File: src/rtl/core/orlb_pkg.sv
// ----------------------------------------------------------------------------
// orlb_pkg: shared types and constants of the overwrite ring log buffer
// Ring size, pointer type, action codes and the control and status bundles
// passed between the controller and the datapath.
// ----------------------------------------------------------------------------
package orlb_pkg;

  localparam int unsigned LOG_SIZE = 64;
  localparam int unsigned PTR_W    = $clog2(LOG_SIZE);
  localparam int unsigned CHAR_W   = 8;
  localparam int unsigned BOOT_W   = 32;
  localparam int unsigned ACT_W    = 2;

  typedef logic [PTR_W-1:0]  ptr_t;
  typedef logic [CHAR_W-1:0] char_t;
  typedef logic [BOOT_W-1:0] boot_t;

  typedef enum logic [ACT_W-1:0] {
    ACT_PUT   = 2'd0,
    ACT_FLUSH = 2'd1,
    ACT_CLEAN = 2'd2,
    ACT_BOOT  = 2'd3
  } action_e;

  // Commands from the controller to the datapath for one cycle.
  typedef struct packed {
    logic put;
    logic clean;
    logic boot;
    logic flush_start;
    logic flush_adv;
    logic emit_status;
    logic emit_char;
    logic emit_eol;
  } dp_cmd_t;

  // Status from the datapath back to the controller.
  typedef struct packed {
    logic in_use;
    logic empty;
    logic flush_last;
    logic out_free;
  } dp_status_t;

  typedef struct packed {
    logic  char_valid;
    char_t char_out;
    logic  line_end;
    logic  last;
    logic  pending;
    boot_t boot_tally;
  } result_t;

  function automatic ptr_t ring_next(ptr_t p);
    ptr_t n;
    if (p == ptr_t'(LOG_SIZE - 1)) begin
      n = '0;
    end else begin
      n = p + ptr_t'(1);
    end
    return n;
  endfunction

endpackage

File: src/rtl/core/orlb_if.sv
// ----------------------------------------------------------------------------
// orlb_if: valid/ready channels of the overwrite ring log buffer
// One interface for the action channel and one for the result channel.
// ----------------------------------------------------------------------------
interface orlb_in_if;
  logic       valid;
  logic       ready;
  logic [1:0] action;
  logic [7:0] char_in;

  modport source (output valid, output action, output char_in, input ready);
  modport sink   (input valid, input action, input char_in, output ready);
endinterface

interface orlb_out_if;
  logic        valid;
  logic        ready;
  logic        char_valid;
  logic [7:0]  char_out;
  logic        line_end;
  logic        last;
  logic        pending;
  logic [31:0] boot_tally;

  modport source (output valid, output char_valid, output char_out, output line_end,
                  output last, output pending, output boot_tally, input ready);
  modport sink   (input valid, input char_valid, input char_out, input line_end,
                  input last, input pending, input boot_tally, output ready);
endinterface

File: src/rtl/core/orlb_ram.sv
// ----------------------------------------------------------------------------
// orlb_ram: generic single-write, single-read RAM
// One write port and one read port; the read data is registered.
// ----------------------------------------------------------------------------
module orlb_ram #(
  parameter int unsigned WIDTH = 8,
  parameter int unsigned DEPTH = 64
) (
  input  logic                     clk_i,
  input  logic                     we_i,
  input  logic [$clog2(DEPTH)-1:0] waddr_i,
  input  logic [WIDTH-1:0]         wdata_i,
  input  logic [$clog2(DEPTH)-1:0] raddr_i,
  output logic [WIDTH-1:0]         rdata_o
);

  logic [WIDTH-1:0] mem [DEPTH];
  logic [WIDTH-1:0] rdata_q;

  always_ff @(posedge clk_i) begin
    if (we_i) begin
      mem[waddr_i] <= wdata_i;
    end
    rdata_q <= mem[raddr_i];
  end

  assign rdata_o = rdata_q;

endmodule

File: src/rtl/core/orlb_ctrl.sv
// ----------------------------------------------------------------------------
// orlb_ctrl: controller of the overwrite ring log buffer
// Decodes accepted actions and sequences the replay of a flush.
// ----------------------------------------------------------------------------
module orlb_ctrl (
  input  logic                 clk_i,
  input  logic                 rst_ni,
  input  logic                 in_valid_i,
  input  logic [1:0]           in_action_i,
  output logic                 in_ready_o,
  input  orlb_pkg::dp_status_t status_i,
  output orlb_pkg::dp_cmd_t    cmd_o
);
  import orlb_pkg::*;

  typedef enum logic [2:0] {
    ST_IDLE  = 3'b001,
    ST_FLUSH = 3'b010,
    ST_EOL   = 3'b100
  } state_e;

  state_e  state_q, state_d;
  logic    accept;
  action_e act;

  assign act        = action_e'(in_action_i);
  assign in_ready_o = (state_q == ST_IDLE) && status_i.out_free;
  assign accept     = in_valid_i && in_ready_o;

  always_comb begin
    state_d = state_q;
    cmd_o   = '0;
    case (state_q)
      ST_IDLE: begin
        if (accept) begin
          case (act)
            ACT_PUT: begin
              cmd_o.put         = 1'b1;
              cmd_o.emit_status = 1'b1;
            end
            ACT_FLUSH: begin
              if (!status_i.in_use) begin
                cmd_o.emit_status = 1'b1;
              end else if (status_i.empty) begin
                cmd_o.emit_eol = 1'b1;
              end else begin
                cmd_o.flush_start = 1'b1;
                state_d           = ST_FLUSH;
              end
            end
            ACT_CLEAN: begin
              cmd_o.clean       = 1'b1;
              cmd_o.emit_status = 1'b1;
            end
            ACT_BOOT: begin
              cmd_o.boot        = 1'b1;
              cmd_o.emit_status = 1'b1;
            end
            default: begin
              cmd_o.emit_status = 1'b1;
            end
          endcase
        end
      end
      ST_FLUSH: begin
        if (status_i.out_free) begin
          cmd_o.emit_char = 1'b1;
          cmd_o.flush_adv = 1'b1;
          if (status_i.flush_last) begin
            state_d = ST_EOL;
          end
        end
      end
      ST_EOL: begin
        if (status_i.out_free) begin
          cmd_o.emit_eol = 1'b1;
          state_d        = ST_IDLE;
        end
      end
      default: begin
        state_d = ST_IDLE;
      end
    endcase
  end

  always_ff @(posedge clk_i or negedge rst_ni) begin
    if (!rst_ni) begin
      state_q <= ST_IDLE;
    end else begin
      state_q <= state_d;
    end
  end

  // No new action is taken while a replay is in progress.
  a_busy_blocks_input: assert property (@(posedge clk_i) disable iff (!rst_ni)
    (state_q != ST_IDLE) |-> !in_ready_o)
    else $error("input ready while a flush is in progress");

  // A replay always finishes with the line-end beat.
  a_flush_to_eol: assert property (@(posedge clk_i) disable iff (!rst_ni)
    (state_q == ST_FLUSH && status_i.out_free && status_i.flush_last) |=>
      (state_q == ST_EOL))
    else $error("flush did not close with a line-end beat");

  // Only one kind of result is loaded in a cycle.
  a_one_emit: assert property (@(posedge clk_i) disable iff (!rst_ni)
    $onehot0({cmd_o.emit_status, cmd_o.emit_char, cmd_o.emit_eol}))
    else $error("more than one result loaded in one cycle");

endmodule

File: src/rtl/core/orlb_dp.sv
// ----------------------------------------------------------------------------
// orlb_dp: datapath of the overwrite ring log buffer
// Holds the pointers, the boot count, the text RAM and the result register.
// ----------------------------------------------------------------------------
module orlb_dp (
  input  logic                 clk_i,
  input  logic                 rst_ni,
  input  orlb_pkg::dp_cmd_t    cmd_i,
  input  logic [7:0]           char_in_i,
  input  logic                 out_ready_i,
  output orlb_pkg::dp_status_t status_o,
  output logic                 out_valid_o,
  output orlb_pkg::result_t    result_o
);
  import orlb_pkg::*;

  logic    in_use_q, in_use_d;
  boot_t   boots_q, boots_d;
  ptr_t    wp_q, wp_d;
  ptr_t    rp_q, rp_d;
  ptr_t    fp_q, fp_d;
  logic    out_valid_q, out_valid_d;
  result_t result_q, result_d;
  ptr_t    put_wp, put_rp, put_wp_next;
  char_t   rdata;
  logic    out_free;

  // A put on an unused log starts from empty pointers.
  assign put_wp      = in_use_q ? wp_q : '0;
  assign put_rp      = in_use_q ? rp_q : '0;
  assign put_wp_next = ring_next(put_wp);

  always_comb begin
    in_use_d = in_use_q;
    boots_d  = boots_q;
    wp_d     = wp_q;
    rp_d     = rp_q;
    fp_d     = fp_q;
    if (cmd_i.put) begin
      if (!in_use_q) begin
        boots_d = '0;
      end
      in_use_d = 1'b1;
      wp_d     = put_wp_next;
      rp_d     = (put_rp == put_wp_next) ? ring_next(put_rp) : put_rp;
    end
    if (cmd_i.clean && in_use_q) begin
      wp_d = '0;
      rp_d = '0;
    end
    if (cmd_i.boot) begin
      if (in_use_q) begin
        boots_d = boots_q + boot_t'(1);
      end else begin
        in_use_d = 1'b1;
        boots_d  = '0;
        wp_d     = '0;
        rp_d     = '0;
      end
    end
    if (cmd_i.flush_start) begin
      fp_d = rp_q;
    end else if (cmd_i.flush_adv) begin
      fp_d = ring_next(fp_q);
    end
  end

  // The read address follows the next replay pointer, so the registered read
  // data always holds the byte at the current replay pointer.
  orlb_ram #(
    .WIDTH (CHAR_W),
    .DEPTH (LOG_SIZE)
  ) u_text_ram (
    .clk_i   (clk_i),
    .we_i    (cmd_i.put),
    .waddr_i (put_wp),
    .wdata_i (char_in_i),
    .raddr_i (fp_d),
    .rdata_o (rdata)
  );

  assign out_free = !out_valid_q || out_ready_i;

  always_comb begin
    result_d            = result_q;
    result_d.pending    = in_use_d && (wp_d != rp_d);
    result_d.boot_tally = boots_d;
    result_d.char_valid = cmd_i.emit_char;
    result_d.char_out   = cmd_i.emit_char ? rdata : '0;
    result_d.line_end   = cmd_i.emit_eol;
    result_d.last       = cmd_i.emit_eol || cmd_i.emit_status;
    if (cmd_i.emit_status || cmd_i.emit_char || cmd_i.emit_eol) begin
      out_valid_d = 1'b1;
    end else if (out_ready_i) begin
      out_valid_d = 1'b0;
    end else begin
      out_valid_d = out_valid_q;
    end
  end

  always_ff @(posedge clk_i or negedge rst_ni) begin
    if (!rst_ni) begin
      in_use_q    <= 1'b0;
      boots_q     <= '0;
      wp_q        <= '0;
      rp_q        <= '0;
      fp_q        <= '0;
      out_valid_q <= 1'b0;
    end else begin
      in_use_q    <= in_use_d;
      boots_q     <= boots_d;
      wp_q        <= wp_d;
      rp_q        <= rp_d;
      fp_q        <= fp_d;
      out_valid_q <= out_valid_d;
    end
  end

  always_ff @(posedge clk_i) begin
    if (cmd_i.emit_status || cmd_i.emit_char || cmd_i.emit_eol) begin
      result_q <= result_d;
    end
  end

  assign status_o.in_use     = in_use_q;
  assign status_o.empty      = (rp_q == wp_q);
  assign status_o.flush_last = (ring_next(fp_q) == wp_q);
  assign status_o.out_free   = out_free;
  assign out_valid_o         = out_valid_q;
  assign result_o            = result_q;

endmodule

File: src/rtl/core/overwrite_ring_log_buffer.sv
// ----------------------------------------------------------------------------
// overwrite_ring_log_buffer: character trace log in an overwrite-oldest ring
// Top level joining the controller and the datapath.
// ----------------------------------------------------------------------------
// Usage:
// Actions arrive on in_i (put, flush, clean, bootup) and results leave on
// out_o, both valid/ready channels; a beat moves when valid and ready are high.
// Put, clean and bootup give one status beat in the cycle after acceptance
// and can be taken one per cycle while the receiver takes each beat, since the
// next action is accepted as the previous result leaves the output register.
// A flush on a non-empty log replays the held bytes oldest first, one beat
// per cycle from the text RAM while the receiver takes each beat, then a
// line-end beat, sequenced by the controller; no action is accepted meanwhile.
// Every beat reports pending and the boot count after its action.
// Reset clears the pointers, the boot count, the in-use flag and output valid;
// result data and the text RAM are not cleared, and the RAM needs no clearing.
// When the receiver stalls, the output register holds its beat and in_i
// ready drops until the beat is taken.
// ----------------------------------------------------------------------------
module overwrite_ring_log_buffer (
  input  logic       clk_i,
  input  logic       rst_ni,
  orlb_in_if.sink    in_i,
  orlb_out_if.source out_o
);
  import orlb_pkg::*;

  dp_cmd_t    cmd;
  dp_status_t status;
  result_t    result;
  logic       out_valid;

  orlb_ctrl u_ctrl (
    .clk_i       (clk_i),
    .rst_ni      (rst_ni),
    .in_valid_i  (in_i.valid),
    .in_action_i (in_i.action),
    .in_ready_o  (in_i.ready),
    .status_i    (status),
    .cmd_o       (cmd)
  );

  orlb_dp u_dp (
    .clk_i       (clk_i),
    .rst_ni      (rst_ni),
    .cmd_i       (cmd),
    .char_in_i   (in_i.char_in),
    .out_ready_i (out_o.ready),
    .status_o    (status),
    .out_valid_o (out_valid),
    .result_o    (result)
  );

  assign out_o.valid      = out_valid;
  assign out_o.char_valid = result.char_valid;
  assign out_o.char_out   = result.char_out;
  assign out_o.line_end   = result.line_end;
  assign out_o.last       = result.last;
  assign out_o.pending    = result.pending;
  assign out_o.boot_tally = result.boot_tally;

  // Actions other than flush produce their final beat in the next cycle.
  a_single_result: assert property (@(posedge clk_i) disable iff (!rst_ni)
    (in_i.valid && in_i.ready && (in_i.action != ACT_FLUSH)) |=>
      (out_o.valid && out_o.last && !out_o.char_valid))
    else $error("non-flush action did not yield one final status beat");

  // The line-end beat is always the final one of its flush.
  a_eol_is_last: assert property (@(posedge clk_i) disable iff (!rst_ni)
    (out_o.valid && out_o.line_end) |-> (out_o.last && !out_o.char_valid))
    else $error("line-end beat not marked final");

  // A replayed byte is never the final beat.
  a_char_not_last: assert property (@(posedge clk_i) disable iff (!rst_ni)
    (out_o.valid && out_o.char_valid) |-> !out_o.last)
    else $error("replayed byte marked final");

endmodule
File: src/flat_wrapper.sv
// flat-port wrapper written by rule: the top's interface ports become plain ports
module overwrite_ring_log_buffer_flat import orlb_pkg::*;
  (clk_i, rst_ni, in_i_valid, in_i_action, in_i_char_in, in_i_ready, out_o_valid, out_o_char_valid, out_o_char_out, out_o_line_end, out_o_last, out_o_pending, out_o_boot_tally, out_o_ready);
  orlb_in_if in_i_i ();
  orlb_out_if out_o_i ();
  input  logic clk_i;
  input  logic rst_ni;
  input wire logic [$bits(in_i_i.valid)-1:0] in_i_valid;
  input wire logic [$bits(in_i_i.action)-1:0] in_i_action;
  input wire logic [$bits(in_i_i.char_in)-1:0] in_i_char_in;
  output wire logic [$bits(in_i_i.ready)-1:0] in_i_ready;
  output wire logic [$bits(out_o_i.valid)-1:0] out_o_valid;
  output wire logic [$bits(out_o_i.char_valid)-1:0] out_o_char_valid;
  output wire logic [$bits(out_o_i.char_out)-1:0] out_o_char_out;
  output wire logic [$bits(out_o_i.line_end)-1:0] out_o_line_end;
  output wire logic [$bits(out_o_i.last)-1:0] out_o_last;
  output wire logic [$bits(out_o_i.pending)-1:0] out_o_pending;
  output wire logic [$bits(out_o_i.boot_tally)-1:0] out_o_boot_tally;
  input wire logic [$bits(out_o_i.ready)-1:0] out_o_ready;
  assign in_i_i.valid = in_i_valid;
  assign in_i_i.action = in_i_action;
  assign in_i_i.char_in = in_i_char_in;
  assign in_i_ready = in_i_i.ready;
  assign out_o_valid = out_o_i.valid;
  assign out_o_char_valid = out_o_i.char_valid;
  assign out_o_char_out = out_o_i.char_out;
  assign out_o_line_end = out_o_i.line_end;
  assign out_o_last = out_o_i.last;
  assign out_o_pending = out_o_i.pending;
  assign out_o_boot_tally = out_o_i.boot_tally;
  assign out_o_i.ready = out_o_ready;
  overwrite_ring_log_buffer u_core (.clk_i(clk_i), .rst_ni(rst_ni), .in_i(in_i_i), .out_o(out_o_i));
endmodule
File: config.mk
export PLATFORM = sky130hd
export DESIGN_NAME = overwrite_ring_log_buffer_flat
export DESIGN_NICKNAME = d
export VERILOG_FILES = /design/src/rtl/core/orlb_pkg.sv /design/src/rtl/core/orlb_if.sv /design/src/rtl/core/orlb_ram.sv /design/src/rtl/core/orlb_ctrl.sv /design/src/rtl/core/orlb_dp.sv /design/src/rtl/core/overwrite_ring_log_buffer.sv /design/src/flat_wrapper.sv
export SDC_FILE = /design/constraint.sdc
export NUM_CORES = 1
export LEC_CHECK = 0
export BUFFER_PORTS_ARGS = -buffer_cell sky130_fd_sc_hd__buf_2
export CAP_MARGIN = 20
export CORE_AREA = 5 5 330 235
export CTS_BUF_LIST = sky130_fd_sc_hd__clkbuf_4
export CTS_CLUSTER_SIZE = 20
export DETAILED_ROUTE_END_ITERATION = 7
export DIE_AREA = 0 0 335 240
export HOLD_SLACK_MARGIN = 0.08
export SYNTH_ARGS = -nofsm -noshare
export SYNTH_HDL_FRONTEND = slang
export SYNTH_SLANG_ARGS = --single-unit
File: constraint.sdc
create_clock -name clk_i -period 2.7 [get_ports clk_i]
set_input_delay 0.135 -clock clk_i [delete_from_list [all_inputs] [get_ports clk_i]]
set_output_delay 0.135 -clock clk_i [all_outputs]
set_load 0.02 [all_outputs]
==> impl_metrics.yaml <==
synth:
  synthCells: 1936
  yosysUniqueCellTypes: 69
  synth-edff-count: 556
  synth.avg_cell_area_sq_um: 13.2
  synthArstFlopShare_pct: 8.89
  synth_nets: 1953
  synth_seq_cells: 619
  ys.flop_type: "edfxtp_1"
  synthesis.area_sq_mm: 0.0256
  yosysWarnings: 0
  seq_area_frac_synth_pct: 71.1
route:
  ant_nets: 0
  remaining_drc_errors: 0
  drt-vias-per-instance: 5.25
  wl_per_cell_um: 21.9
  num_vias: 18200
  dr.first_iter.drc_count: 2040
  drtPass1Iterations: 5
  wirelength_um: 75700
cts:
  clockBufferDepth: 3
  cts_buffers: 153
  clkSinkCount: 619
  clk_pin_slew_ns: 0.07
  cts_tree: "done"
  htreeDepth: 4
  cts_root_buffer: "clkbuf_4"
  insertion_delay_ns: 0.97
sta:
  setup_slack_ns: -0.392
  max_slew_margin_pct: 33.7
  setup-violations-final: 9
  hold_viol: 0
  skew_ns: 0.0632
  fin_tns_setup_ns: -2.81
  fmax_mhz: 323
  timing.hold.ws_ns: 0.190
  drv_slew: 0
  worst_pin_slew_ns: 0.994
  rsz0062_at_grt: "true"
  fin_crit_sh_pct: 115
  period_minus_slack_ns: 3.09
die:
  core_area_sq_mm: 0.0742
  die_w_um: 335
  ios: 60
  start_util_pct: 34.5
  die_h_um: 240
  die-area_sq_mm: 0.0804
  rows: 84
cells_and_area:
  drive_gt1_share_pct: 32.9
  synthToLayoutAreaGrowth_pct: 27.7
  nets: 2388
  n_fill_cell: 6727
pwr:
  irDropWorstVdd_v: 0.000551
  total_leakage_power_uw: 0.0120
  swShare_pct: 36.9
  switchingPower_uw: 11900
  clockPowerShare_pct: 23.8
  p_per_area_mw_per_mm2: 984
  total_power_uw: 32200
  comb_power_share_pct: 41.9
  pwr-share-seq_pct: 34.3
  internal_power_uw: 20400
setup_path:
  worstPathRequired_ns: 3.53
  crit_path_max_fanout: 35
  path_class: "reg -> reg"
  end_kind: "flip-flop"
  cp.arrival_ns: 3.93
  r2r_cells: 12
  cp-start-kind: "flip-flop"
outcome:
  status: "finished with violations"
  violations: "setup timing"
global_routing:
  grt_max_degree: 65
  antenna_found_initial: 5
  grt_usage_pct: 18.3
  grt_pass1_wl_um: 111000
  overflow: 0
  grt_pass1_vias: 17900
place:
  gp_congestion: 0.902
  port_buffers: 59
  hpwl_um: 47200
run:
  cap_violations: 0
worst_hold_path:
  hp-class: "in -> reg"
  hold_depth: 2
-- area by class of cell --
class	count	area [sq um]	share of cell area [%]
inverters	12	76.3	0.233
multi-input cells	1190	7660	23.4
diodes	6	15.0	0.0459
repair inverters	2	22.5	0.0688
clock buffers	228	1710	5.23
repair buffers	393	3650	11.1
flip-flops and latches	619	18200	55.7
clock inverters	27	138	0.420
well taps	989	1240	3.78
-- cell usage after synthesis (14+ instances only) --
cell	n	area share, %
a21oi_1	64	1.2
a22oi_1	18	0.53
a31oi_1	30	0.73
a32oi_1	17	0.58
and2_1	16	0.39
and3_1	14	0.34
buf_2	34	0.66
clkbuf_1	65	0.95
dfrtp_1	54	5.3
edfxtp_1	556	65
mux2i_1	36	1.4
mux4_2	29	2.5
nand2_1	407	6.0
nand3_1	210	4.1
nand4_1	18	0.44
nor2_1	112	1.6
nor3_1	14	0.27
o211ai_1	18	0.53
o21ai_0	54	1.1
-- metrics by stage --
step / setup WS, ns / instances / cell area, sq um / util [%]
6_report: -0.392 / 3466 / 32700 / 44.1
5_1_grt: -0.443 / 3466 / 32700 / 44.1
4_1_cts: -0.361 / 3444 / 32100 / 43.2
3_5_place_dp: -0.729 / 3154 / 29100 / 39.3
3_3_place_gp: -0.735 / 3154 / 29100 / 39.3
2_1_floorplan: -0.224 / 1936 / 25700 / -
-- power groups by stage --
stage | Clock (uW) | Sequential [uW] | Combinational, uW
CTS | 7860 | 11000 | 12400
global route | 8400 | 11100 | 14300
detailed placement | 0 | 11200 | 10900
floorplan | 0 | 11300 | 5800
global placement | 0 | 11200 | 10800
finish | 7660 | 11100 | 13500
-- critical path: stages (launching register included) --
cell	delay (ns)
dfstp_2	0.56
nand3b_4	0.09
nor4_4	0.34
o21ai_4	0.14
mux2i_4	0.21
buf_12	0.17
buf_16	0.17
bufbuf_16	0.33
nand2_1	0.14
nand3_2	0.11
a32oi_2	0.30
o21ai_4	0.15
a32o_1	0.24
-- per-layer routing --
layer  vias to the layer above  share of wire (%)  global-route usage (%)
li1                       8200                  -                       -
met1                      9044                 44                    26.5
met2                       859                 43                    25.9
met3                       104                 11                    5.92
met4                         2                1.8                    6.16
met5                         -              0.017                   0.177
-- flip-flops by register name, indices dropped and copies added, names as in the netlist --
signal / cells
u_core.u_dp.u_text_ram.mem: 512
u_core.u_dp.result_o: 44
u_core.u_dp.fp_q: 6
u_core.u_dp.wp_q: 6
u_core.u_dp.in_use_q: 1
u_core.u_dp.boots_q: 32
u_core.u_dp.rp_q: 6
u_core.u_dp.u_text_ram.rdata_o: 8
u_core.u_ctrl.state_q: 3
u_core.u_dp.out_valid_o: 1
-- cells in the final DEF, fill, tap and decap left out, types with 7 or more instances in the layout --
cell type	Yosys	final
dfxtp_1	8	8
edfxtp_1	556	556
dfrtp_1	54	49
nor3_1	14	12
buf_6	5	17
a22oi_1	18	7
xor2_1	9	9
a31oi_2	0	7
clkbuf_16	0	8
o21ai_0	54	46
buf_4	8	249
clkinv_1	0	16
a32oi_2	0	9
buf_2	34	59
nand4_1	18	18
inv_1	10	10
a31oi_1	30	22
nand3_2	1	34
mux2i_1	36	27
and2_1	16	16
nand2_2	0	11
dlygate4sd3_1	0	15
mux4_2	29	29
clkbuf_4	0	228
o211ai_1	18	18
a21oi_1	64	48
nand3_1	210	176
nor2_1	112	107
a22oi_2	0	11
nand2_1	407	392
xnor2_1	10	10
buf_12	0	32
and3_1	14	14
o2111ai_1	9	9
buf_16	0	7
a21oi_2	0	15
a32o_1	8	8
-- kinds of logic (layout without fill, tap and decap cells) --
family,Yosys count,count (layout),synth area share (%)
compound gates,259,259,6.59
xor+xnor,23,23,1.08
fa+ha+maj,3,3,0.146
buf+inv,127,662,2.29
flops,619,619,71.1
mux,71,71,4.27
other cells,0,6,0
simple gates,834,834,14.5
-- repair_timing --
action                     4_1_cts  5_1_grt
gates resized for setup        128       99
cloned                           7       10
hold buffers                    16        0
pin swaps                       37       50
buffers inserted                21       14
setup endpoints to repair       10      152
hold endpoints to repair       567        0
-- final timing paths --
check,to,slack [ns],startpoint
max in group asynchronous,u_core.u_dp.wp_q[1]$_DFF_PN0_,2.14,rst_ni
min in group asynchronous,u_core.u_ctrl.state_q[0]$_DFFE_PN1P_,0.33,rst_ni
worst min-delay path,u_core.u_dp.u_text_ram.mem[20][4]$_DFFE_PP_,0.19,in_i_char_in[4]
worst min register to register,u_core.u_dp.boots_q[24]$_DFF_PN0_,0.52,u_core.u_dp.boots_q[24]$_DFF_PN0_
worst max-delay path,u_core.u_dp.u_text_ram.rdata_o[1]$_DFF_P_,-0.39,u_core.u_ctrl.state_q[0]$_DFFE_PN1P_
worst max register to register,u_core.u_dp.u_text_ram.rdata_o[1]$_DFF_P_,-0.39,u_core.u_ctrl.state_q[0]$_DFFE_PN1P_
No activity file was read; power rests on OpenSTA's default activity.
